### config.mk
export PLATFORM = sky130hd
export DESIGN_NAME = covering_subsequence_check_unit
export DESIGN_NICKNAME = d
export VERILOG_FILES = /design/src/hdl/csc_pkg.sv /design/src/hdl/csc_datapath.sv /design/src/hdl/csc_ctrl.sv /design/src/hdl/covering_subsequence_check_unit.sv
export SDC_FILE = /design/constraint.sdc
export NUM_CORES = 2
export LEC_CHECK = 0
export ABC_AREA = 1
export BUFFER_PORTS_ARGS = -buffer_cell sky130_fd_sc_hd__clkbuf_2
export CORE_ASPECT_RATIO = 0.7
export CORE_MARGIN = 2
export CORE_UTILIZATION = 52
export DETAILED_ROUTE_END_ITERATION = 16
export GPL_TIMING_DRIVEN = 0
export PLACE_DENSITY = 0.67
export SYNTH_ARGS = -nofsm -noshare
export SYNTH_HDL_FRONTEND = slang
export SYNTH_HIERARCHICAL = 1
export SYNTH_SLANG_ARGS = --single-unit
### constraint.sdc
create_clock -name clock -period 21 [get_ports clock]
set_clock_uncertainty 0.15 [all_clocks]
set_input_delay 1.05 -clock clock [delete_from_list [all_inputs] [get_ports clock]]
set_output_delay 1.05 -clock clock [all_outputs]
set_load 0.01 [all_outputs]
### src/hdl/csc_pkg.sv
package csc_pkg;

   // store geometry
   localparam int MAX_LEN    = 64;
   localparam int MAX_LETTER = 7;
   localparam int ADDR_W     = $clog2(MAX_LEN);
   localparam int LEN_W      = $clog2(MAX_LEN + 1);
   localparam int LETTER_W   = 3;
   localparam int NUM_CODES  = 2 ** LETTER_W;

   // request command codes
   localparam logic [1:0] CMD_APPEND_PATTERN = 2'd0;
   localparam logic [1:0] CMD_APPEND_TEXT    = 2'd1;
   localparam logic [1:0] CMD_EVALUATE       = 2'd2;

   typedef struct packed {
      logic [1:0]          command;
      logic [LETTER_W-1:0] letter;
   } req_type;

   typedef struct packed {
      logic covered;
      logic overflow;
   } rsp_type;

   typedef enum logic [3:0] {
      ST_IDLE,
      ST_LEFT_READ,
      ST_LEFT_EXEC,
      ST_RIGHT_READ,
      ST_RIGHT_EXEC,
      ST_CHECK_READ,
      ST_CHECK_LIMIT,
      ST_SCAN,
      ST_SCAN_UPDATE,
      ST_TEST,
      ST_REPLY
   } state_type;

   // controller to datapath commands
   typedef struct packed {
      logic append_pattern;
      logic append_text;
      logic start_left;
      logic left_read;
      logic left_exec;
      logic start_right;
      logic right_read;
      logic right_exec;
      logic start_check;
      logic check_read;
      logic check_limit;
      logic scan_read;
      logic scan_update;
      logic test;
      logic finish;
   } ctrl_type;

   // datapath to controller status
   typedef struct packed {
      logic idx_at_len;
      logic idx_zero;
      logic scan_more;
      logic window_hit;
   } status_type;

endpackage

### src/hdl/csc_datapath.sv
module csc_datapath (
   input  logic                 clock,
   input  logic                 reset,
   input  csc_pkg::req_type     req_data,
   input  csc_pkg::ctrl_type    ctrl,
   output csc_pkg::status_type  status,
   output csc_pkg::rsp_type     rsp_data
);

   localparam int AW = csc_pkg::ADDR_W;
   localparam int LW = csc_pkg::LEN_W;
   localparam int CW = csc_pkg::LETTER_W;

   // letter and count stores
   logic [CW-1:0] pat_mem   [csc_pkg::MAX_LEN];
   logic [CW-1:0] txt_mem   [csc_pkg::MAX_LEN];
   logic [LW-1:0] left_mem  [csc_pkg::MAX_LEN];
   logic [LW-1:0] right_mem [csc_pkg::MAX_LEN];

   logic [CW-1:0] pat_rd_ff, txt_rd_ff;
   logic [LW-1:0] left_rd_ff, right_rd_ff;

   logic [LW-1:0] pat_len_ff, txt_len_ff;
   logic          ovf_ff;
   logic [LW-1:0] idx_ff, cnt_ff, ptr_ff;
   logic          ok_ff;
   logic [csc_pkg::NUM_CODES-1:0] seen_ff;

   logic [LW-1:0] lim_ff, rcnt_ff;
   logic [CW-1:0] chr_ff;
   logic [AW-1:0] last_ff [csc_pkg::NUM_CODES];
   csc_pkg::rsp_type rsp_ff;

   logic [AW-1:0] pat_addr, txt_addr, left_addr, right_addr;
   logic [LW-1:0] idx_m1, idx_p1, pat_from_end;
   logic          match;
   logic [LW-1:0] cnt_in;
   logic [LW-1:0] l_val, r_val, lim_in;
   logic [LW:0]   l_plus, reach;
   logic          letter_ok, window_hit;
   logic          pat_full, txt_full;
   logic          rd_en;

   assign idx_m1       = idx_ff - 1'b1;
   assign idx_p1       = idx_ff + 1'b1;
   assign pat_from_end = pat_len_ff - cnt_ff - 1'b1;
   assign pat_full     = (pat_len_ff == LW'(csc_pkg::MAX_LEN));
   assign txt_full     = (txt_len_ff == LW'(csc_pkg::MAX_LEN));
   assign rd_en        = ctrl.left_read || ctrl.right_read || ctrl.check_read || ctrl.scan_read;

   // read address selection
   always_comb begin
      pat_addr   = cnt_ff[AW-1:0];
      txt_addr   = idx_ff[AW-1:0];
      left_addr  = idx_m1[AW-1:0];
      right_addr = idx_p1[AW-1:0];
      if (ctrl.right_read) begin
         pat_addr = pat_from_end[AW-1:0];
         txt_addr = idx_m1[AW-1:0];
      end
      if (ctrl.scan_read) begin
         pat_addr = ptr_ff[AW-1:0];
      end
   end

   // greedy match step, shared by both passes
   assign match  = (cnt_ff < pat_len_ff) && (pat_rd_ff == txt_rd_ff);
   assign cnt_in = cnt_ff + LW'(match);

   // window bounds for the current text position
   assign l_val  = (idx_ff == '0) ? '0 : left_rd_ff;
   assign r_val  = (idx_p1 == txt_len_ff) ? '0 : right_rd_ff;
   assign l_plus = {1'b0, l_val} + 1'b1;
   assign lim_in = (l_plus < {1'b0, pat_len_ff}) ? l_plus[LW-1:0] : pat_len_ff;

   // letter seen inside the window: last index at or below the top reaches the bottom
   assign letter_ok  = (chr_ff != '0) && (chr_ff <= CW'(csc_pkg::MAX_LETTER));
   assign reach      = (LW+1)'(last_ff[chr_ff]) + {1'b0, rcnt_ff} + 1'b1;
   assign window_hit = letter_ok && seen_ff[chr_ff] && (reach >= {1'b0, pat_len_ff});

   // memories
   always_ff @(posedge clock) begin
      if (ctrl.append_pattern && !pat_full) begin
         pat_mem[pat_len_ff[AW-1:0]] <= req_data.letter;
      end
      if (ctrl.append_text && !txt_full) begin
         txt_mem[txt_len_ff[AW-1:0]] <= req_data.letter;
      end
      if (ctrl.left_exec) begin
         left_mem[idx_ff[AW-1:0]] <= cnt_in;
      end
      if (ctrl.right_exec) begin
         right_mem[idx_m1[AW-1:0]] <= cnt_in;
      end
      // registered reads on read commands
      if (rd_en) begin
         pat_rd_ff   <= pat_mem[pat_addr];
         txt_rd_ff   <= txt_mem[txt_addr];
         left_rd_ff  <= left_mem[left_addr];
         right_rd_ff <= right_mem[right_addr];
      end
   end

   // lengths, indexes and verdict
   always_ff @(posedge clock) begin
      if (reset) begin
         pat_len_ff <= '0;
         txt_len_ff <= '0;
         ovf_ff     <= 1'b0;
         idx_ff     <= '0;
         cnt_ff     <= '0;
         ptr_ff     <= '0;
         ok_ff      <= 1'b0;
         seen_ff    <= '0;
      end else begin
         if (ctrl.append_pattern) begin
            if (pat_full) ovf_ff <= 1'b1;
            else          pat_len_ff <= pat_len_ff + 1'b1;
         end
         if (ctrl.append_text) begin
            if (txt_full) ovf_ff <= 1'b1;
            else          txt_len_ff <= txt_len_ff + 1'b1;
         end
         if (ctrl.start_left) begin
            idx_ff <= '0;
            cnt_ff <= '0;
         end
         if (ctrl.left_exec) begin
            cnt_ff <= cnt_in;
            idx_ff <= idx_p1;
         end
         if (ctrl.start_right) begin
            idx_ff <= txt_len_ff;
            cnt_ff <= '0;
         end
         if (ctrl.right_exec) begin
            cnt_ff <= cnt_in;
            idx_ff <= idx_m1;
         end
         if (ctrl.start_check) begin
            idx_ff  <= '0;
            ptr_ff  <= '0;
            seen_ff <= '0;
            ok_ff   <= 1'b1;
         end
         if (ctrl.scan_update) begin
            ptr_ff             <= ptr_ff + 1'b1;
            seen_ff[pat_rd_ff] <= 1'b1;
         end
         if (ctrl.test) begin
            if (window_hit) idx_ff <= idx_p1;
            else            ok_ff  <= 1'b0;
         end
         if (ctrl.finish) begin
            pat_len_ff <= '0;
            txt_len_ff <= '0;
            ovf_ff     <= 1'b0;
         end
      end
   end

   // window bounds, last positions and result payload
   always_ff @(posedge clock) begin
      if (ctrl.check_limit) begin
         lim_ff  <= lim_in;
         rcnt_ff <= r_val;
         chr_ff  <= txt_rd_ff;
      end
      if (ctrl.scan_update) begin
         last_ff[pat_rd_ff] <= ptr_ff[AW-1:0];
      end
      if (ctrl.finish) begin
         rsp_ff.covered  <= ok_ff;
         rsp_ff.overflow <= ovf_ff;
      end
   end

   assign status.idx_at_len = (idx_ff == txt_len_ff);
   assign status.idx_zero   = (idx_ff == '0);
   assign status.scan_more  = (ptr_ff < lim_ff);
   assign status.window_hit = window_hit;
   assign rsp_data          = rsp_ff;

endmodule

### src/hdl/csc_ctrl.sv
module csc_ctrl (
   input  logic                 clock,
   input  logic                 reset,
   input  logic                 req_valid,
   input  logic [1:0]           req_command,
   output logic                 req_stall,
   output logic                 rsp_valid,
   input  logic                 rsp_stall,
   input  csc_pkg::status_type  status,
   output csc_pkg::ctrl_type    ctrl
);

   csc_pkg::state_type state_ff, state_in;
   logic               rsp_valid_ff, rsp_valid_in;
   logic               req_take;

   assign req_stall = (state_ff != csc_pkg::ST_IDLE);
   assign req_take  = req_valid && !req_stall;
   assign rsp_valid = rsp_valid_ff;

   // state and result-valid registers
   always_ff @(posedge clock) begin
      if (reset) begin
         state_ff     <= csc_pkg::ST_IDLE;
         rsp_valid_ff <= 1'b0;
      end else begin
         state_ff     <= state_in;
         rsp_valid_ff <= rsp_valid_in;
      end
   end

   // next state and datapath commands
   always_comb begin
      state_in     = state_ff;
      ctrl         = '0;
      rsp_valid_in = rsp_valid_ff && rsp_stall;
      case (state_ff)
         csc_pkg::ST_IDLE: begin
            if (req_take) begin
               case (req_command)
                  csc_pkg::CMD_APPEND_PATTERN: ctrl.append_pattern = 1'b1;
                  csc_pkg::CMD_APPEND_TEXT:    ctrl.append_text = 1'b1;
                  csc_pkg::CMD_EVALUATE: begin
                     ctrl.start_left = 1'b1;
                     state_in        = csc_pkg::ST_LEFT_READ;
                  end
                  default: ;
               endcase
            end
         end
         csc_pkg::ST_LEFT_READ: begin
            if (status.idx_at_len) begin
               ctrl.start_right = 1'b1;
               state_in         = csc_pkg::ST_RIGHT_READ;
            end else begin
               ctrl.left_read = 1'b1;
               state_in       = csc_pkg::ST_LEFT_EXEC;
            end
         end
         csc_pkg::ST_LEFT_EXEC: begin
            ctrl.left_exec = 1'b1;
            state_in       = csc_pkg::ST_LEFT_READ;
         end
         csc_pkg::ST_RIGHT_READ: begin
            if (status.idx_zero) begin
               ctrl.start_check = 1'b1;
               state_in         = csc_pkg::ST_CHECK_READ;
            end else begin
               ctrl.right_read = 1'b1;
               state_in        = csc_pkg::ST_RIGHT_EXEC;
            end
         end
         csc_pkg::ST_RIGHT_EXEC: begin
            ctrl.right_exec = 1'b1;
            state_in        = csc_pkg::ST_RIGHT_READ;
         end
         csc_pkg::ST_CHECK_READ: begin
            if (status.idx_at_len) begin
               state_in = csc_pkg::ST_REPLY;
            end else begin
               ctrl.check_read = 1'b1;
               state_in        = csc_pkg::ST_CHECK_LIMIT;
            end
         end
         csc_pkg::ST_CHECK_LIMIT: begin
            ctrl.check_limit = 1'b1;
            state_in         = csc_pkg::ST_SCAN;
         end
         csc_pkg::ST_SCAN: begin
            if (status.scan_more) begin
               ctrl.scan_read = 1'b1;
               state_in       = csc_pkg::ST_SCAN_UPDATE;
            end else begin
               state_in = csc_pkg::ST_TEST;
            end
         end
         csc_pkg::ST_SCAN_UPDATE: begin
            ctrl.scan_update = 1'b1;
            state_in         = csc_pkg::ST_SCAN;
         end
         csc_pkg::ST_TEST: begin
            ctrl.test = 1'b1;
            state_in  = status.window_hit ? csc_pkg::ST_CHECK_READ : csc_pkg::ST_REPLY;
         end
         csc_pkg::ST_REPLY: begin
            // wait for the result register to be free
            if (!rsp_valid_ff || !rsp_stall) begin
               ctrl.finish  = 1'b1;
               rsp_valid_in = 1'b1;
               state_in     = csc_pkg::ST_IDLE;
            end
         end
         default: state_in = csc_pkg::ST_IDLE;
      endcase
   end

endmodule

### src/hdl/covering_subsequence_check_unit.sv
// Covering subsequence checker: append beats load pattern and text letters into two
// 64-entry stores, one beat per cycle while no evaluate is running, and never produce a
// result; a letter beyond a full store is dropped and sets the overflow flag. An evaluate
// beat stalls the request side and runs three passes over single-port stores with
// registered reads: a greedy left match and a greedy right match, each stepping once per
// text letter, then a window check per text letter that sweeps pattern letters into the
// per-letter last-position registers and stops at the first position that fails. When
// the evaluate returns its result, both words and the overflow flag are cleared. The
// result sits in an output register, so append beats are taken while it waits.
module covering_subsequence_check_unit (
   input  logic              clock,
   input  logic              reset,
   input  logic              req_valid,
   output logic              req_stall,
   input  csc_pkg::req_type  req_data,
   output logic              rsp_valid,
   input  logic              rsp_stall,
   output csc_pkg::rsp_type  rsp_data
);

   csc_pkg::ctrl_type   ctrl;
   csc_pkg::status_type status;

   csc_ctrl u_ctrl (
      .clock       (clock),
      .reset       (reset),
      .req_valid   (req_valid),
      .req_command (req_data.command),
      .req_stall   (req_stall),
      .rsp_valid   (rsp_valid),
      .rsp_stall   (rsp_stall),
      .status      (status),
      .ctrl        (ctrl)
   );

   csc_datapath u_datapath (
      .clock    (clock),
      .reset    (reset),
      .req_data (req_data),
      .ctrl     (ctrl),
      .status   (status),
      .rsp_data (rsp_data)
   );

   // a finished evaluate never overwrites a result still waiting
   assert property (@(posedge clock) disable iff (reset)
      ctrl.finish |-> (!rsp_valid || !rsp_stall))
      else $error("result register overwritten while stalled");

   // the result beat is offered right after the evaluate finishes
   assert property (@(posedge clock) disable iff (reset)
      ctrl.finish |=> rsp_valid)
      else $error("result not presented after evaluate");

   // an accepted evaluate holds off further request beats
   assert property (@(posedge clock) disable iff (reset)
      (req_valid && !req_stall && (req_data.command == csc_pkg::CMD_EVALUATE)) |=> req_stall)
      else $error("request taken during evaluate");

endmodule

# After elaboration in Yosys (flattened, before gate mapping)
# Memories as Yosys holds them, arrays and structs flattened. A register that Yosys moved wholly into a read port is not among the register bits.
# Cells that the tools add are included.
[op_classes] bitwise_logic=3 n_addsub=11 n_shift=0 reduce_logical=30 magnitude_cmp=8 muxes=77 n_mul=0 eq_ne=20 div_mod_pow=0
[ops] op="7-bit two-way mux" n=15
[ops] op="1-bit two-way mux" n=45
[ops] op="4-bit case mux with 10 select lines" n=1
[ops] op="7-bit by 1-bit adder with 7-bit output, second input constant" n=4
[ops] op="8-bit two-way mux" n=3
[ops] op="4-bit two-way mux" n=5
[ops] op="6-bit two-way mux" n=3
[ops] op="4-bit by 3-bit == test with 1-bit output, second input constant" n=4
[ops] op="7-bit == test" n=2
[ops] op="7-bit == test, second input constant" n=2
[ops] op="7-bit less-than comparator" n=2
[ops] op="4-bit == test, second input constant" n=3
[ops] op="1-bit logical AND" n=9
[ops] op="3-bit two-way mux" n=3
[ops] op="6-bit by 7-bit adder with 8-bit output" n=1
[ops] op="7-bit by 1-bit adder with 8-bit output, second input constant" n=1
[ops] op="8-bit by 1-bit adder with 8-bit output, second input constant" n=1
[ops] op="4-bit by 2-bit == test with 1-bit output, second input constant" n=2
[ops] op="8-bit by 7-bit >= comparator with 1-bit output" n=1
[ops] op="3-bit by 4-bit less-than comparator with 1-bit output, second input constant" n=2
[ops] op="8-bit by 7-bit less-than comparator with 1-bit output" n=1
[ops] op="8-bit OR" n=1
[ops] op="4-bit nonzero test" n=2
[ops] op="7-bit by 1-bit adder with 7-bit output" n=1
[ops] op="other kinds (24)" n=35
[word_totals] latchBits=0 mem_count=5 output_inout_bits=4 elab_cells=169 mem_bits_rw=1328 regBits=69 romBits=0 in_bits=9
[memory_table] name="u_datapath.left_mem" words=64 width=7 read_ports=1 rd_ports_with_merged_regs=1 wr=1 line_no="csc_datapath.sv:17" source="logic [LW-1:0] left_mem [csc_pkg::MAX_LEN];"
[memory_table] name="u_datapath.right_mem" words=64 width=7 read_ports=1 rd_ports_with_merged_regs=1 wr=1 line_no="csc_datapath.sv:18" source="logic [LW-1:0] right_mem [csc_pkg::MAX_LEN];"
[memory_table] name="u_datapath.pat_mem" words=64 width=3 read_ports=1 rd_ports_with_merged_regs=1 wr=1 line_no="csc_datapath.sv:15" source="logic [CW-1:0] pat_mem [csc_pkg::MAX_LEN];"
[memory_table] name="u_datapath.txt_mem" words=64 width=3 read_ports=1 rd_ports_with_merged_regs=1 wr=1 line_no="csc_datapath.sv:16" source="logic [CW-1:0] txt_mem [csc_pkg::MAX_LEN];"
[memory_table] name="u_datapath.last_ff" words=8 width=6 read_ports=1 rd_ports_with_merged_regs=1 wr=1 line_no="csc_datapath.sv:31" source="logic [AW-1:0] last_ff [csc_pkg::NUM_CODES];"

# Longest topological paths before layout
[logic_depth] ltp_word=12 mapped_depth=28 mapped_depth_nobuf=25

# Modules after synthesis
# The synthesis kept the hierarchy.
[by_module_without_submodules] mod="csc_datapath" n_inst=1 area_each_um2=59589.7 cells_per_inst=5132 seq_area_each_um2=41990.3
[by_module_without_submodules] mod="csc_ctrl" n_inst=1 area_each_um2=457.9 cells_per_inst=82 seq_area_each_um2=100.1

# Least setup slack after synthesis
# OpenSTA, ideal clock, no wires.
[synth_path] path_type="register to register" start="register u_datapath.pat_len_ff[2]" end="memory u_datapath/left_mem[0][6] in the netlist's numbering (data pin)" slack_ns=14.062 arrival_ns=5.852 t_required_ns=19.914 synth_period_minus_slack_ns=6.938 setup_time_ns=0.936 path_stages_with_launch=13 path_cell_list="dfxtp_1 > inv_1 > ha_1 > buf_2 > a21oi_1 > nand2_1 > a2111oi_0 > ha_1 > ha_1 > nand2_1 > inv_1 > nand4_1 > xnor2_1"
[synth_between] elab_chain_cells=3
[synth_lines] item="start, declared" line_no="csc_datapath.sv:23" source="logic [LW-1:0] pat_len_ff, txt_len_ff;"
[synth_lines] item="start signal, assigned" line_no="csc_datapath.sv:118" source="else pat_len_ff <= pat_len_ff + 1'b1;"
[synth_lines] item="7-bit less-than comparator" line_no="csc_datapath.sv:67" source="assign match = (cnt_ff < pat_len_ff) && (pat_rd_ff == txt_rd_ff);"
[synth_lines] item="1-bit logical AND" line_no="csc_datapath.sv:67"
[synth_lines] item="7-bit by 1-bit adder with 7-bit output" line_no="csc_datapath.sv:68" source="assign cnt_in = cnt_ff + LW'(match);"
[synth_lines] item="named net u_datapath.cnt_in[6]" line_no="csc_datapath.sv:37" source="logic [LW-1:0] cnt_in;"
[synth_lines] item="end, declared" line_no="csc_datapath.sv:17"
# The timed path passes the listed nets, and every way through them passes these cells.

==> run metrics <==
status completed; share of synthesized registers carrying an async set or reset 0; number of nets in the layout 5450; clk sinks 1419; area grow syn2layout 11.8%; first-pass GRT wire length 276 mm; #FFs+latches synth 1419; Worst-Margin Slew 1.19 ns; grt total ovfl 0; Place WS 15.65 ns; CP Data Arrival Time 5.99 ns; post-CTS setup buffer count 0; kind of critical path reg -> reg; Slowest-stage cell, CP clkbuf_1; Synth top area share 0.684; max-cap violations 0; CTS tree done; post-DR wirelength/cell 27.5 µm; post-synthesis cell type count 54; CTS Hold Bufs 0; syn nets 5271; crit-path max FO 10; Final Hold Fails 0; vias in the first global route 40200; Die Y 288 µm; dpl hpwl 128 mm; FF-to-FF setup slack 15.41 ns; clock buffer depth 3; Min-Delay Path Class reg -> reg; core outline area 115000 µm²; Top FF cell, synth edfxtp_1; Port Buffers 12; post-placement cell count 6790; maximum clock frequency 0.179 GHz; # H-tree levels 4; Tot GR Track Use 0.323; Final Slew Violations 0; Post-Synthesis Cell Area 60000 µm²; num ports 13; shortest period the worst path allows 5.59 ns; Worst-path clk slew 0.06 ns; crit-path cells buf_4 > inv_2 > buf_2 > buf_2 > buf_2 > ha_1 > nand2_2 > nor2_1 > nand2_2 > inv_1 > nor2_1 > inv_1 > nand2_1 > o21ai_0 > buf_2 > clkbuf_1 > o21ai_0 > o211ai_1 > nand3_1 > nand3_1 > nand3_1 > nand2_1; setup TNS 0 ns; most common cell in the netlist edfxtp_1; crit path capture u_datapath/txt_rd_ff[2]; CP Capture Type flop; Finish-stage setup viols 0; Inserted Diodes 0; final worst path period share 0.266; syn_area_per_cell 11.5 µm²; layout cell share with drive strength beyond 1 0.0773; initial antenna violation count 5; post-synth top area cell edfxtp_1; PwrDens 99.7 nW/µm²; final worst slack 15.41 ns; r2r endpoint u_datapath/txt_rd_ff[2]; normalized max-slew margin 0.206; initial drt markers 7768; Critical Path Start Type flop; reg2reg path depth 22; Initial Util 0.523; Final Non-Filler Cells 7035; RSZ-0062 raised after global routing no; DR vias/cell 6.25; synth cell count leaders edfxtp_1, nand2_1, nor2_1; CTS root buf clkbuf_16; drt first pass iters 6; # DRC 0; Mapped Cells 5214; Clk Latency, worst-skew pair 0.77 ns; cts bufs inserted 138; synth warn 6; WP data required 21.40 ns; gpl congestion 0.977; sequential fraction of the synthesis area 0.701; CTS resizes 0; r2r startpoint u_datapath/idx_ff[0]; VDD IR max 75.7 µV; DRT antenna net count 0; top post-synthesis cells by area edfxtp_1, nand2_1, nor2_1, nand3_1, o21ai_0; Critical Path Most Common Cell buf_2; largest net degree at the start of global routing 129; CP max stage delay 0.60 ns; leak pwr 0.0235 µW; Post-synth EDFFs 1367; final wirelength 193 mm; die area 118000 µm²; cell row count 104; vias post-DR 44000; worst setup path startpoint u_datapath/idx_ff[0]; Die Width 410 µm
flip-flops by register name (all words and copies together), names as in the netlist, named ones only:
name                    cells
u_datapath/pat_rd_ff        3
u_datapath/left_mem       448
u_datapath/txt_rd_ff        3
u_datapath/txt_mem        192
u_datapath/left_rd_ff       7
u_datapath/rcnt_ff          7
u_datapath/lim_ff           7
u_datapath/pat_mem        192
u_datapath/seen_ff          7
u_datapath/right_rd_ff      7
u_datapath/ovf_ff           1
u_datapath/ptr_ff           7
u_datapath/last_ff         48
u_datapath/chr_ff           3
u_datapath/pat_len_ff       7
u_datapath/txt_len_ff       7
u_datapath/rsp_data         2
u_ctrl/state_ff             4
u_datapath/cnt_ff           7
u_ctrl/rsp_valid            1
u_datapath/idx_ff           7
u_datapath/right_mem      448
u_datapath/ok_ff            1
power breakdown:
part / leakage, µW / internal, µW / switching [µW] / total, µW
clock: 0.00216 / 1390 / 1090 / 2480
combinational: 0.00847 / 253 / 866 / 1120
sequential: 0.0129 / 3090 / 6.74 / 3100
worst min-delay path by stage:
stage / slack [ns] / to / cells past startpoint / from
4_1_cts: 0.27 / u_datapath/rsp_data[1] / 0 / u_datapath/ok_ff
3_5_place_dp: 0.26 / u_datapath/rsp_data[1] / 0 / u_datapath/ok_ff
3_3_place_gp: 0.26 / u_datapath/rsp_data[1] / 0 / u_datapath/ok_ff
2_1_floorplan: 0.25 / u_datapath/rsp_data[1] / 0 / u_datapath/ok_ff
5_1_grt: 0.31 / u_datapath/rsp_data[1] / 0 / u_datapath/ok_ff
6_report: 0.28 / u_datapath/rsp_data[1] / 0 / u_datapath/ok_ff
per-stage QoR:
| step | util | area [µm²] | power (µW) | hold slack [ns] |
|---|---|---|---|---|
| after floorplan | - | 60000 | 3720 | 0.253 |
| after global placement | 0.540 | 62000 | 4200 | 0.258 |
| after detailed placement | 0.546 | 62700 | 4210 | 0.258 |
| after CTS | 0.585 | 67100 | 6650 | 0.273 |
| after global routing | 0.585 | 67100 | 6860 | 0.314 |
| final | 0.585 | 67100 | 6690 | 0.276 |
layer usage:
layer | share of wire | track usage
met5 | 0.000067 | 0
met4 | 0.034 | 0.112
met3 | 0.16 | 0.104
met2 | 0.41 | 0.446
met1 | 0.40 | 0.480
cells by family (layout without fill, tap and decap cells):
logic type	count (synthesis)	after routing	share of synthesized area
buf+inv	610	894	0.0409
simple gates	2295	2295	0.165
flops	1419	1419	0.701
compound gates	817	817	0.0785
fa+ha+maj	48	48	0.0103
xor+xnor	25	25	0.00427
final cells by class:
type                    instances  area (µm²)
fillers                      9330       47600
flip-flops and latches       1419       42100
multi-input cells            3185       15600
clock buffers                 170        3640
well taps                    1537        1920
inverters                     334        1260
plain buffers                 276        1200
clock inverters                75         803
repair buffers                 39         649
cells in the final DEF (no fill, tap or decap), drive strengths merged, types with 3 or more instances in the layout:
master | netlist | routed
edfxtp | 1367 | 1367
nand2 | 995 | 995
nor2 | 650 | 650
nand3 | 436 | 436
o21ai | 434 | 434
inv | 327 | 339
clkbuf | 141 | 323
a21oi | 168 | 168
buf | 135 | 162
o221ai | 91 | 91
nand3b | 82 | 82
nand4 | 74 | 74
o211ai | 66 | 66
clkinv | 7 | 55
dfxtp | 52 | 52
ha | 46 | 46
o22ai | 31 | 31
nor3 | 30 | 30
or2 | 22 | 22
xor2 | 17 | 17
bufinv | 0 | 12
a31oi | 8 | 8
xnor2 | 8 | 8
o21a | 4 | 4
nor4 | 4 | 4
clkinvlp | 0 | 3
o21bai | 3 | 3
a211oi | 3 | 3
critical path, delay by kind of cell (launching register included):
kind	cells	cell delay, ns
buffers and inverters	9	2.72
adder cells (fa/ha/maj)	1	0.28
AND/OR/NAND/NOR	9	1.21
flip-flops	1	0.32
AO/OA/AOI/OAI	3	0.66
(Power assumes the default switching activity.)
